<file path="src/rtl/lru_key_value_store_core_defines.svh">
// ----------------------------------------------------------------------------
// LRU key-value store assertion macros
// Shared concurrent assertion forms, clocked on clock and disabled in reset.
// ----------------------------------------------------------------------------
`ifndef LRU_KEY_VALUE_STORE_CORE_DEFINES_SVH
`define LRU_KEY_VALUE_STORE_CORE_DEFINES_SVH

// The consequent must hold in the same cycle as the antecedent.
`define LKV_ASSERT_SAME(label, ante, cons, msg) \
   label: assert property (@(posedge clock) disable iff (reset) (ante) |-> (cons)) \
      else $error(msg);

// The consequent must hold in the cycle after the antecedent.
`define LKV_ASSERT_NEXT(label, ante, cons, msg) \
   label: assert property (@(posedge clock) disable iff (reset) (ante) |=> (cons)) \
      else $error(msg);

`endif

</file>
<file path="src/rtl/lkv_pkg.sv">
// ----------------------------------------------------------------------------
// LRU key-value store package
// Sizes, opcodes, controller states and command types of the store.
// ----------------------------------------------------------------------------
package lkv_pkg;

   localparam int ENTRIES = 16;
   localparam int IDX_W   = (ENTRIES > 1) ? $clog2(ENTRIES) : 1;
   localparam int RANK_W  = IDX_W;
   localparam int OCC_W   = $clog2(ENTRIES + 1);
   localparam int CAP_W   = 5;
   localparam int CMP_W   = (OCC_W > CAP_W) ? OCC_W : CAP_W;
   localparam int KEY_W   = 32;
   localparam int VAL_W   = 32;

   localparam logic [CAP_W-1:0] CAP_RESET  = CAP_W'(16);
   localparam logic [VAL_W-1:0] MISS_VALUE = '1;

   localparam logic OP_GET = 1'b0;
   localparam logic OP_PUT = 1'b1;

   typedef enum logic [1:0] {
      ST_IDLE,
      ST_LOOKUP,
      ST_UPDATE
   } lkv_state_type;

   typedef struct packed {
      logic load;
      logic lookup;
      logic commit;
   } lkv_cmd_type;

endpackage

</file>
<file path="src/rtl/lkv_channels_if.sv">
// ----------------------------------------------------------------------------
// LRU key-value store channels
// Request, response and capacity write channels with valid/ready handshakes.
// ----------------------------------------------------------------------------
interface lkv_req_if;
   logic                      valid;
   logic                      ready;
   logic                      opcode;
   logic [lkv_pkg::KEY_W-1:0] lookup_key;
   logic [lkv_pkg::VAL_W-1:0] store_value;

   modport source (output valid, output opcode, output lookup_key, output store_value,
                   input ready);
   modport sink   (input valid, input opcode, input lookup_key, input store_value,
                   output ready);
endinterface

interface lkv_rsp_if;
   logic                      valid;
   logic                      ready;
   logic                      hit;
   logic [lkv_pkg::VAL_W-1:0] read_value;
   logic                      evicted;
   logic [lkv_pkg::KEY_W-1:0] evicted_key;

   modport source (output valid, output hit, output read_value, output evicted,
                   output evicted_key, input ready);
   modport sink   (input valid, input hit, input read_value, input evicted,
                   input evicted_key, output ready);
endinterface

interface lkv_csr_if;
   logic                      valid;
   logic                      ready;
   logic [lkv_pkg::CAP_W-1:0] capacity_in_use;

   modport source (output valid, output capacity_in_use, input ready);
   modport sink   (input valid, input capacity_in_use, output ready);
endinterface

</file>
<file path="src/rtl/lru_key_value_store_core.sv">
// ----------------------------------------------------------------------------
// LRU key-value store core
// A fully associative store of 16 key-value entries with LRU replacement.
// A request carries an opcode (get or put), a key and a value; each request
// produces exactly one response with the hit flag, the read value (-1 on a
// miss and on every put) and, for a put that evicts, the evicted key.
// The csr channel sets the capacity in use; it is always ready and should be
// written only while no request is in flight.
// An accepted request passes through a lookup step, for the parallel key
// match and victim search, and an update step, for the value, rank and key
// update and the response register; the next request can be accepted there.
// The response sits in an output register; a stalled receiver holds the
// response and the core keeps it and stops taking requests after the next
// request has finished its lookup.
// Reset empties the store and sets the capacity in use to 16.
// ----------------------------------------------------------------------------
`include "lru_key_value_store_core_defines.svh"

module lru_key_value_store_core (
   input  logic      clock,
   input  logic      reset,
   lkv_req_if.sink   req,
   lkv_rsp_if.source rsp,
   lkv_csr_if.sink   csr
);

   lkv_pkg::lkv_cmd_type cmd;

   assign csr.ready = 1'b1;

   lkv_controller u_controller (
      .clock     (clock),
      .reset     (reset),
      .req_valid (req.valid),
      .req_ready (req.ready),
      .rsp_ready (rsp.ready),
      .rsp_valid (rsp.valid),
      .cmd       (cmd)
   );

   lkv_datapath u_datapath (
      .clock               (clock),
      .reset               (reset),
      .cmd                 (cmd),
      .req_opcode          (req.opcode),
      .req_lookup_key      (req.lookup_key),
      .req_store_value     (req.store_value),
      .csr_write           (csr.valid),
      .csr_capacity_in_use (csr.capacity_in_use),
      .rsp_hit             (rsp.hit),
      .rsp_read_value      (rsp.read_value),
      .rsp_evicted         (rsp.evicted),
      .rsp_evicted_key     (rsp.evicted_key)
   );

   `LKV_ASSERT_NEXT(a_accept_then_lookup, req.valid && req.ready, cmd.lookup, "lookup did not follow accept")
   `LKV_ASSERT_SAME(a_no_accept_in_lookup, cmd.lookup, !req.ready, "request taken during lookup")
   `LKV_ASSERT_NEXT(a_commit_then_valid, cmd.commit, rsp.valid, "committed response not presented")
   `LKV_ASSERT_SAME(a_evict_only_on_miss, rsp.valid && rsp.evicted, !rsp.hit && rsp.read_value == lkv_pkg::MISS_VALUE, "eviction reported on a hit")

endmodule

</file>
<file path="src/rtl/lkv_controller.sv">
// ----------------------------------------------------------------------------
// LRU key-value store controller
// Sequences each request through lookup and update and owns response valid.
// ----------------------------------------------------------------------------
module lkv_controller (
   input  logic                 clock,
   input  logic                 reset,
   input  logic                 req_valid,
   output logic                 req_ready,
   input  logic                 rsp_ready,
   output logic                 rsp_valid,
   output lkv_pkg::lkv_cmd_type cmd
);

   lkv_pkg::lkv_state_type state_ff;
   lkv_pkg::lkv_state_type state_in;
   logic                   rsp_valid_ff;
   logic                   rsp_valid_in;
   logic                   out_free;

   assign out_free  = !rsp_valid_ff || rsp_ready;
   assign rsp_valid = rsp_valid_ff;

   always_ff @(posedge clock) begin
      if (reset) begin
         state_ff     <= lkv_pkg::ST_IDLE;
         rsp_valid_ff <= 1'b0;
      end else begin
         state_ff     <= state_in;
         rsp_valid_ff <= rsp_valid_in;
      end
   end

   always_comb begin
      state_in   = state_ff;
      req_ready  = 1'b0;
      cmd        = '0;
      unique case (state_ff)
         lkv_pkg::ST_IDLE: begin
            req_ready = 1'b1;
            if (req_valid) begin
               cmd.load = 1'b1;
               state_in = lkv_pkg::ST_LOOKUP;
            end
         end
         lkv_pkg::ST_LOOKUP: begin
            cmd.lookup = 1'b1;
            state_in   = lkv_pkg::ST_UPDATE;
         end
         lkv_pkg::ST_UPDATE: begin
            if (out_free) begin
               cmd.commit = 1'b1;
               req_ready  = 1'b1;
               if (req_valid) begin
                  cmd.load = 1'b1;
                  state_in = lkv_pkg::ST_LOOKUP;
               end else begin
                  state_in = lkv_pkg::ST_IDLE;
               end
            end
         end
         default: begin
            state_in = lkv_pkg::ST_IDLE;
         end
      endcase
      rsp_valid_in = cmd.commit || (rsp_valid_ff && !rsp_ready);
   end

endmodule

</file>
<file path="src/rtl/lkv_datapath.sv">
// ----------------------------------------------------------------------------
// LRU key-value store datapath
// Entry storage, associative match, recency ranks and the response register.
// ----------------------------------------------------------------------------
module lkv_datapath (
   input  logic                                clock,
   input  logic                                reset,
   input  lkv_pkg::lkv_cmd_type                cmd,
   input  logic                                req_opcode,
   input  logic [lkv_pkg::KEY_W-1:0]           req_lookup_key,
   input  logic [lkv_pkg::VAL_W-1:0]           req_store_value,
   input  logic                                csr_write,
   input  logic [lkv_pkg::CAP_W-1:0]           csr_capacity_in_use,
   output logic                                rsp_hit,
   output logic [lkv_pkg::VAL_W-1:0]           rsp_read_value,
   output logic                                rsp_evicted,
   output logic [lkv_pkg::KEY_W-1:0]           rsp_evicted_key
);

   // Captured request.
   logic                        op_ff;
   logic [lkv_pkg::KEY_W-1:0]   key_ff;
   logic [lkv_pkg::VAL_W-1:0]   val_ff;

   // Configuration and store state.
   logic [lkv_pkg::CAP_W-1:0]   cap_ff;
   logic [lkv_pkg::KEY_W-1:0]   keys_ff   [lkv_pkg::ENTRIES];
   logic [lkv_pkg::VAL_W-1:0]   values_ff [lkv_pkg::ENTRIES];
   logic [lkv_pkg::ENTRIES-1:0] valid_ff;
   logic [lkv_pkg::ENTRIES-1:0] valid_in;
   logic [lkv_pkg::RANK_W-1:0]  rank_ff   [lkv_pkg::ENTRIES];
   logic [lkv_pkg::RANK_W-1:0]  rank_in   [lkv_pkg::ENTRIES];
   logic [lkv_pkg::OCC_W-1:0]   occ_ff;
   logic [lkv_pkg::OCC_W-1:0]   occ_in;

   // Lookup stage results.
   logic                        hit_ff;
   logic                        hit_in;
   logic [lkv_pkg::IDX_W-1:0]   hit_idx_ff;
   logic [lkv_pkg::IDX_W-1:0]   hit_idx_in;
   logic [lkv_pkg::RANK_W-1:0]  hit_rank_ff;
   logic                        evict_ff;
   logic                        evict_in;
   logic [lkv_pkg::IDX_W-1:0]   victim_idx_ff;
   logic [lkv_pkg::IDX_W-1:0]   victim_idx_in;
   logic [lkv_pkg::IDX_W-1:0]   free_idx_ff;
   logic [lkv_pkg::IDX_W-1:0]   free_idx_in;
   logic [lkv_pkg::RANK_W-1:0]  victim_rank;
   logic [lkv_pkg::CMP_W-1:0]   eff_cap;

   // Update stage controls.
   logic                        is_put;
   logic                        insert;
   logic [lkv_pkg::IDX_W-1:0]   slot;

   // Response register.
   logic                        rsp_hit_ff;
   logic [lkv_pkg::VAL_W-1:0]   rsp_read_value_ff;
   logic                        rsp_evicted_ff;
   logic [lkv_pkg::KEY_W-1:0]   rsp_evicted_key_ff;

   always_ff @(posedge clock) begin
      if (cmd.load) begin
         op_ff  <= req_opcode;
         key_ff <= req_lookup_key;
         val_ff <= req_store_value;
      end
   end

   always_ff @(posedge clock) begin
      if (reset) begin
         cap_ff <= lkv_pkg::CAP_RESET;
      end else if (csr_write) begin
         cap_ff <= csr_capacity_in_use;
      end
   end

   // A capacity of zero acts as one, and values above the entry count saturate.
   always_comb begin
      if (cap_ff == '0) begin
         eff_cap = lkv_pkg::CMP_W'(1);
      end else if (lkv_pkg::CMP_W'(cap_ff) > lkv_pkg::CMP_W'(lkv_pkg::ENTRIES)) begin
         eff_cap = lkv_pkg::CMP_W'(lkv_pkg::ENTRIES);
      end else begin
         eff_cap = lkv_pkg::CMP_W'(cap_ff);
      end
   end

   // The least recent valid entry always holds rank occupancy minus one.
   assign victim_rank = lkv_pkg::RANK_W'(occ_ff - lkv_pkg::OCC_W'(1));
   assign evict_in    = lkv_pkg::CMP_W'(occ_ff) >= eff_cap;

   always_comb begin
      hit_in        = 1'b0;
      hit_idx_in    = '0;
      victim_idx_in = '0;
      free_idx_in   = '0;
      for (int i = 0; i < lkv_pkg::ENTRIES; i++) begin
         if (valid_ff[i] && keys_ff[i] == key_ff) begin
            hit_in     = 1'b1;
            hit_idx_in = hit_idx_in | lkv_pkg::IDX_W'(i);
         end
         if (valid_ff[i] && rank_ff[i] == victim_rank) begin
            victim_idx_in = victim_idx_in | lkv_pkg::IDX_W'(i);
         end
      end
      for (int i = lkv_pkg::ENTRIES - 1; i >= 0; i--) begin
         if (!valid_ff[i]) begin
            free_idx_in = lkv_pkg::IDX_W'(i);
         end
      end
   end

   always_ff @(posedge clock) begin
      if (cmd.lookup) begin
         hit_ff        <= hit_in;
         hit_idx_ff    <= hit_idx_in;
         hit_rank_ff   <= rank_ff[hit_idx_in];
         evict_ff      <= evict_in;
         victim_idx_ff <= victim_idx_in;
         free_idx_ff   <= free_idx_in;
      end
   end

   assign is_put = op_ff == lkv_pkg::OP_PUT;
   assign insert = is_put && !hit_ff;
   assign slot   = evict_ff ? victim_idx_ff : free_idx_ff;

   always_comb begin
      valid_in = valid_ff;
      occ_in   = occ_ff;
      for (int i = 0; i < lkv_pkg::ENTRIES; i++) begin
         rank_in[i] = rank_ff[i];
      end
      if (cmd.commit && hit_ff) begin
         for (int i = 0; i < lkv_pkg::ENTRIES; i++) begin
            if (lkv_pkg::IDX_W'(i) == hit_idx_ff) begin
               rank_in[i] = '0;
            end else if (valid_ff[i] && rank_ff[i] < hit_rank_ff) begin
               rank_in[i] = rank_ff[i] + lkv_pkg::RANK_W'(1);
            end
         end
      end else if (cmd.commit && insert) begin
         for (int i = 0; i < lkv_pkg::ENTRIES; i++) begin
            if (lkv_pkg::IDX_W'(i) == slot) begin
               rank_in[i] = '0;
            end else if (valid_ff[i]) begin
               rank_in[i] = rank_ff[i] + lkv_pkg::RANK_W'(1);
            end
         end
         valid_in[slot] = 1'b1;
         if (!evict_ff) begin
            occ_in = occ_ff + lkv_pkg::OCC_W'(1);
         end
      end
   end

   always_ff @(posedge clock) begin
      if (reset) begin
         valid_ff <= '0;
         occ_ff   <= '0;
         for (int i = 0; i < lkv_pkg::ENTRIES; i++) begin
            rank_ff[i] <= '0;
         end
      end else begin
         valid_ff <= valid_in;
         occ_ff   <= occ_in;
         for (int i = 0; i < lkv_pkg::ENTRIES; i++) begin
            rank_ff[i] <= rank_in[i];
         end
      end
   end

   always_ff @(posedge clock) begin
      if (cmd.commit && is_put) begin
         if (hit_ff) begin
            values_ff[hit_idx_ff] <= val_ff;
         end else begin
            values_ff[slot] <= val_ff;
            keys_ff[slot]   <= key_ff;
         end
      end
   end

   always_ff @(posedge clock) begin
      if (cmd.commit) begin
         rsp_hit_ff         <= hit_ff;
         rsp_read_value_ff  <= (hit_ff && !is_put) ? values_ff[hit_idx_ff]
                                                    : lkv_pkg::MISS_VALUE;
         rsp_evicted_ff     <= insert && evict_ff;
         rsp_evicted_key_ff <= (insert && evict_ff) ? keys_ff[victim_idx_ff] : '0;
      end
   end

   assign rsp_hit         = rsp_hit_ff;
   assign rsp_read_value  = rsp_read_value_ff;
   assign rsp_evicted     = rsp_evicted_ff;
   assign rsp_evicted_key = rsp_evicted_key_ff;

endmodule
</file>
<file path="src/flat_wrapper.sv">
// flat-port wrapper written by rule: the top's interface ports become plain ports
module lru_key_value_store_core_flat 
  (clock, reset, req_valid, req_opcode, req_lookup_key, req_store_value, req_ready, rsp_valid, rsp_hit, rsp_read_value, rsp_evicted, rsp_evicted_key, rsp_ready, csr_valid, csr_capacity_in_use, csr_ready);
  lkv_req_if req_i ();
  lkv_rsp_if rsp_i ();
  lkv_csr_if csr_i ();
  input  logic clock;
  input  logic reset;
  input wire logic [$bits(req_i.valid)-1:0] req_valid;
  input wire logic [$bits(req_i.opcode)-1:0] req_opcode;
  input wire logic [$bits(req_i.lookup_key)-1:0] req_lookup_key;
  input wire logic [$bits(req_i.store_value)-1:0] req_store_value;
  output wire logic [$bits(req_i.ready)-1:0] req_ready;
  output wire logic [$bits(rsp_i.valid)-1:0] rsp_valid;
  output wire logic [$bits(rsp_i.hit)-1:0] rsp_hit;
  output wire logic [$bits(rsp_i.read_value)-1:0] rsp_read_value;
  output wire logic [$bits(rsp_i.evicted)-1:0] rsp_evicted;
  output wire logic [$bits(rsp_i.evicted_key)-1:0] rsp_evicted_key;
  input wire logic [$bits(rsp_i.ready)-1:0] rsp_ready;
  input wire logic [$bits(csr_i.valid)-1:0] csr_valid;
  input wire logic [$bits(csr_i.capacity_in_use)-1:0] csr_capacity_in_use;
  output wire logic [$bits(csr_i.ready)-1:0] csr_ready;
  assign req_i.valid = req_valid;
  assign req_i.opcode = req_opcode;
  assign req_i.lookup_key = req_lookup_key;
  assign req_i.store_value = req_store_value;
  assign req_ready = req_i.ready;
  assign rsp_valid = rsp_i.valid;
  assign rsp_hit = rsp_i.hit;
  assign rsp_read_value = rsp_i.read_value;
  assign rsp_evicted = rsp_i.evicted;
  assign rsp_evicted_key = rsp_i.evicted_key;
  assign rsp_i.ready = rsp_ready;
  assign csr_i.valid = csr_valid;
  assign csr_i.capacity_in_use = csr_capacity_in_use;
  assign csr_ready = csr_i.ready;
  lru_key_value_store_core u_core (.clock(clock), .reset(reset), .req(req_i), .rsp(rsp_i), .csr(csr_i));
endmodule
</file>
<file path="config.mk">
export PLATFORM = sky130hd
export DESIGN_NAME = lru_key_value_store_core_flat
export DESIGN_NICKNAME = d
export VERILOG_FILES = /design/src/rtl/lkv_pkg.sv /design/src/rtl/lkv_channels_if.sv /design/src/rtl/lru_key_value_store_core.sv /design/src/rtl/lkv_controller.sv /design/src/rtl/lkv_datapath.sv /design/src/flat_wrapper.sv
export VERILOG_INCLUDE_DIRS = /design/src /design/src/rtl
export SDC_FILE = /design/constraint.sdc
export NUM_CORES = 2
export LEC_CHECK = 0
export BUFFER_PORTS_ARGS = -buffer_cell sky130_fd_sc_hd__buf_2
export CORE_MARGIN = 5
export CORE_UTILIZATION = 40
export DETAILED_ROUTE_END_ITERATION = 7
export SETUP_SLACK_MARGIN = 0.5
export SYNTH_ARGS = -nofsm -noshare
export SYNTH_HDL_FRONTEND = slang
export SYNTH_SLANG_ARGS = --single-unit
</file>
<file path="constraint.sdc">
create_clock -name clock -period 8.6 [get_ports clock]
set_input_delay 0.86 -clock clock [delete_from_list [all_inputs] [get_ports clock]]
set_output_delay 0.86 -clock clock [all_outputs]
set_load 0.05 [all_outputs]
</file>
==> metrics.md <==
| Metric | Value |
|---|---|
| CTS tree | yes |
| Syn Area/Cell | between 15 and 20 µm² |
| Setup Viol. Count Final | 0 |
| Port bufs | between 100 and 150 |
| Asr flop ratio synth | 0% |
| Setup bufs post-CTS | 0 |
| Placed Cells | between 5000 and 6000 |
| Layout cell share with drive strength beyond 1 | a little over a fifth |
| Synthesis Warnings | 0 |
| Register area | ~37000 µm² |
| CP Capture Type | flop |
| Total gr overflow | 0 |
| Endpoints failing hold | 0 |
| Clock tree buffer depth | 3 |
| Initial antenna violation count | 13 |
| Switching pwr | around 3.1 mW |
| Multi-input combinational cell area | roughly 20000 µm² |
| Prevailing post-synth register cell | edfxtp_1 |
| Hold WC Path Type | in -> reg |
| # rows | between 100 and 150 |
| Die Height | roughly 390 µm |
| Syn_nets | about 3600 |
| Worst path slowest cell | edfxtp_1 |
| CP bufs+invs | 2 |
| Outcome | finished, final reports clean |
| Area delta synth->final | 13.6% |
| Crit path cell chain | buf_4, xnor2_1, nand2_1, or4_1, nor3b_1, a31oi_1, o211ai_1, nor4_4, buf_4, mux2i_1, mux2i_1, mux2i_1 |
| CP max stage delay | slightly above 0.7 ns |
| Mapped cell area | 57200 µm² |
| FMAX | 237 MHz |
| Full die area | between 150000 and 200000 µm² |
| GP Congestion | 0.912 |
| Min Tclk post-route | 4.22 ns |
| DRT iter0 DRCs | 3316 |
| WS Path Type | reg -> reg |
| Worst path most repeated cell | mux2i_1 |
| Core area | 142000 µm² |
| Max-slew violations | 0 |
| Post-synthesis sequential area ratio | 64.8% |
| Slew headroom | 14.5% |
| Int Pwr | between 10 and 15 mW |
| Via/cell ratio | 5.70 |
| Leakage power | ~21 nW |
| Clock sinks | between 1000 and 1500 |
| Die width | approximately 390 µm |
| Most frequent cell after synthesis | edfxtp_1 |
| Gate power share | roughly 5.2% |
| Switching share of power | 23.0% |
| Post-route ant nets | 0 |
| Drt total wl | around 170000 µm |
| Reg2Reg Setup Slack | 4.38 ns |
| Least-Margin Pin Slew | 1.28 ns |
| CTS hold repair buffers | 0 |
| Arrival time of the worst setup path | between 4 and 5 ns |
| Commonest cells post-synth | 1173 x edfxtp_1, 320 x mux4_2, 320 x xor2_1 |
| CP Launch Type | flop |
| Library cells used by synthesis | a little over 60 |
| Mapped Cells | 3420 |
| DRC violations left | 0 |
| Seq pwr share | 50.8% |
| Reg clk slew, reported paths | 0.06 ns |
| Critical path data required time | between 9 and 10 ns |
| Root Driver | clkbuf_16 |
| Final cell count without fillers | 5631 |
| Clock power share | about 44% |
| DR vias | approximately 32000 |
| Cts repair resizes | 0 |
| Max Cap Viol | 0 |
| Max rail drop VDD | a little under 0.2 mV |
| First-pass GRT wire length | approximately 230000 µm |
| CP delay by family, top | simple AND/OR/NAND/NOR gates |
| Number of CTS-inserted buffers | 140 |
| CTS H-tree lvls | 4 |
| Final core occ | a little under half |
| Routed len/inst | 29.3 µm |
| Largest cells by area after synthesis | edfxtp_1 62%, mux4_2 13%, xor2_1 4.9% |
| TritonRoute pass-1 iters | 5 |
| RSZ-0062 raised after global routing | false |
| Synthesized flop and latch total | approximately 1300 |
| Synth area leader | edfxtp_1 |
| Worst hold slack | 0.241 ns |
| Total GRT Usage | 21.5% |
| Hpwl dp | 110000 µm |
| Post-synth EDFFs | between 1000 and 1500 |
| Post-synth top area share | approximately 60% |
| FILL cells | ~12000 |
| Skew final | about 0.050 ns |
| Initial Utilization | roughly two fifths |
| Fin crit share | approximately half |
| Vias in the first global route | around 31000 |
| NumNets Final | ~3800 |
| Sum of negative setup slack | 0 ns |
| CP max FO | 27 |
| PwrDens | 207 nW/µm² |
| Ports | 144 |
| Largest net degree at the start of global routing | around 140 |
| Clk Latency, worst-skew pair | 0.80 ns |
through the flow:
| step | area [µm²] | power, mW | setup WS [ns] |
|---|---|---|---|
| after floorplan | 57200 | 7.37 | 1.90 |
| after global placement | 60500 | 7.65 | 3.85 |
| after detailed placement | 60500 | 7.65 | 3.76 |
| after CTS | 65000 | 13.5 | 4.29 |
| after global routing | 65000 | 13.8 | 4.09 |
| final | 65000 | 13.4 | 4.38 |
worst paths after layout:
path                                                               start  cells after the start                                         end
worst max-delay path              u_core.u_datapath.key_ff[19]$_DFFE_PP_                     12  u_core.u_datapath.hit_rank_ff[2]$_DFFE_PN_
worst min-delay path                                  req_lookup_key[28]                      1      u_core.u_datapath.key_ff[28]$_DFFE_PP_
worst max register to register    u_core.u_datapath.key_ff[19]$_DFFE_PP_                     12  u_core.u_datapath.hit_rank_ff[2]$_DFFE_PN_
worst min register to register  u_core.u_datapath.cap_ff[0]$_SDFFE_PP0P_                      2    u_core.u_datapath.cap_ff[0]$_SDFFE_PP0P_
layout make-up:
type	count	share of cell area [%]
Antenna cell	2	0.00770
Sequential cell	1266	57.0
Clock inverter	86	1.37
Multi-Input combinational cell	1962	30.0
Clock buffer	172	5.64
Timing Repair Buffer	234	2.21
Tap cell	1890	3.64
Inverter	19	0.110
kinds of logic after synthesis:
family	synth area share (%)
and+or+nand+nor	6.82
xor gates and xnor gates	9.49
adders and majority gates	1.55
AOI/OAI and AO/OA	1.69
muxes	14.0
buffers and inverters	1.65
other	0.00655
DFF	64.8
cells in the final DEF (no fill, tap or decap), types with 40 or more instances in the layout:
master	count
dfxtp_1	93
buf_2	142
nand4_1	109
clkbuf_16	141
xor2_1	319
nor3_1	40
nand2_1	99
nor4_1	84
mux4_2	320
edfxtp_1	1173
nor2_1	152
buf_4	89
xnor2_1	299
nand2b_1	71
mux2i_1	82
ha_1	71
metal layers:
metal	vias up	routed length (µm)	GRT usage (%)	part of all wire [%]
met4	2	3630	4.94	2.2
met5	-	13	0	0.0079
met2	1323	75900	33.1	46
met1	16800	71800	31.6	43
li1	13800	-	-	-
met3	202	13800	4.52	8.4
power by group through the flow:
| stage | Sequential (mW) | Clock (mW) | Combinational [mW] |
|---|---|---|---|
| after floorplan | 6.97 | 0 | 0.398 |
| after global placement | 6.95 | 0 | 0.699 |
| after detailed placement | 6.95 | 0 | 0.697 |
| after CTS | 6.82 | 6.02 | 0.700 |
| after global routing | 6.83 | 6.28 | 0.733 |
| final | 6.82 | 5.91 | 0.699 |
flip-flops by register name (all words and copies together), names as in the netlist:
name	count
u_core.u_datapath.free_idx_ff	4
u_core.u_controller.rsp_valid	1
u_core.u_datapath.hit_rank_ff	4
u_core.u_datapath.key_ff	32
u_core.u_datapath.hit_ff	1
u_core.u_datapath.cap_ff	5
u_core.u_datapath.victim_idx_ff	4
u_core.u_datapath.rank_ff	64
u_core.u_datapath.keys_ff	512
u_core.u_datapath.evict_ff	1
u_core.u_controller.state_ff	2
u_core.u_datapath.hit_idx_ff	4
u_core.u_datapath.occ_ff	5
u_core.u_datapath.rsp_evicted	1
u_core.u_datapath.rsp_hit	1
u_core.u_datapath.values_ff	512
u_core.u_datapath.valid_ff	16
u_core.u_datapath.is_put	1
u_core.u_datapath.val_ff	32
u_core.u_datapath.rsp_evicted_key	32
u_core.u_datapath.rsp_read_value	32
worst register-to-register path, stage by stage, from the launching register on:
cell and delay (ns):
edfxtp_1 0.71, buf_4 0.51, xnor2_1 0.19, nand2_1 0.14, or4_1 0.55, nor3b_1 0.62
a31oi_1 0.17, o211ai_1 0.19, nor4_4 0.10, buf_4 0.27, mux2i_1 0.32, mux2i_1 0.12
mux2i_1 0.17
No activity file was read; power rests on OpenSTA's default activity.
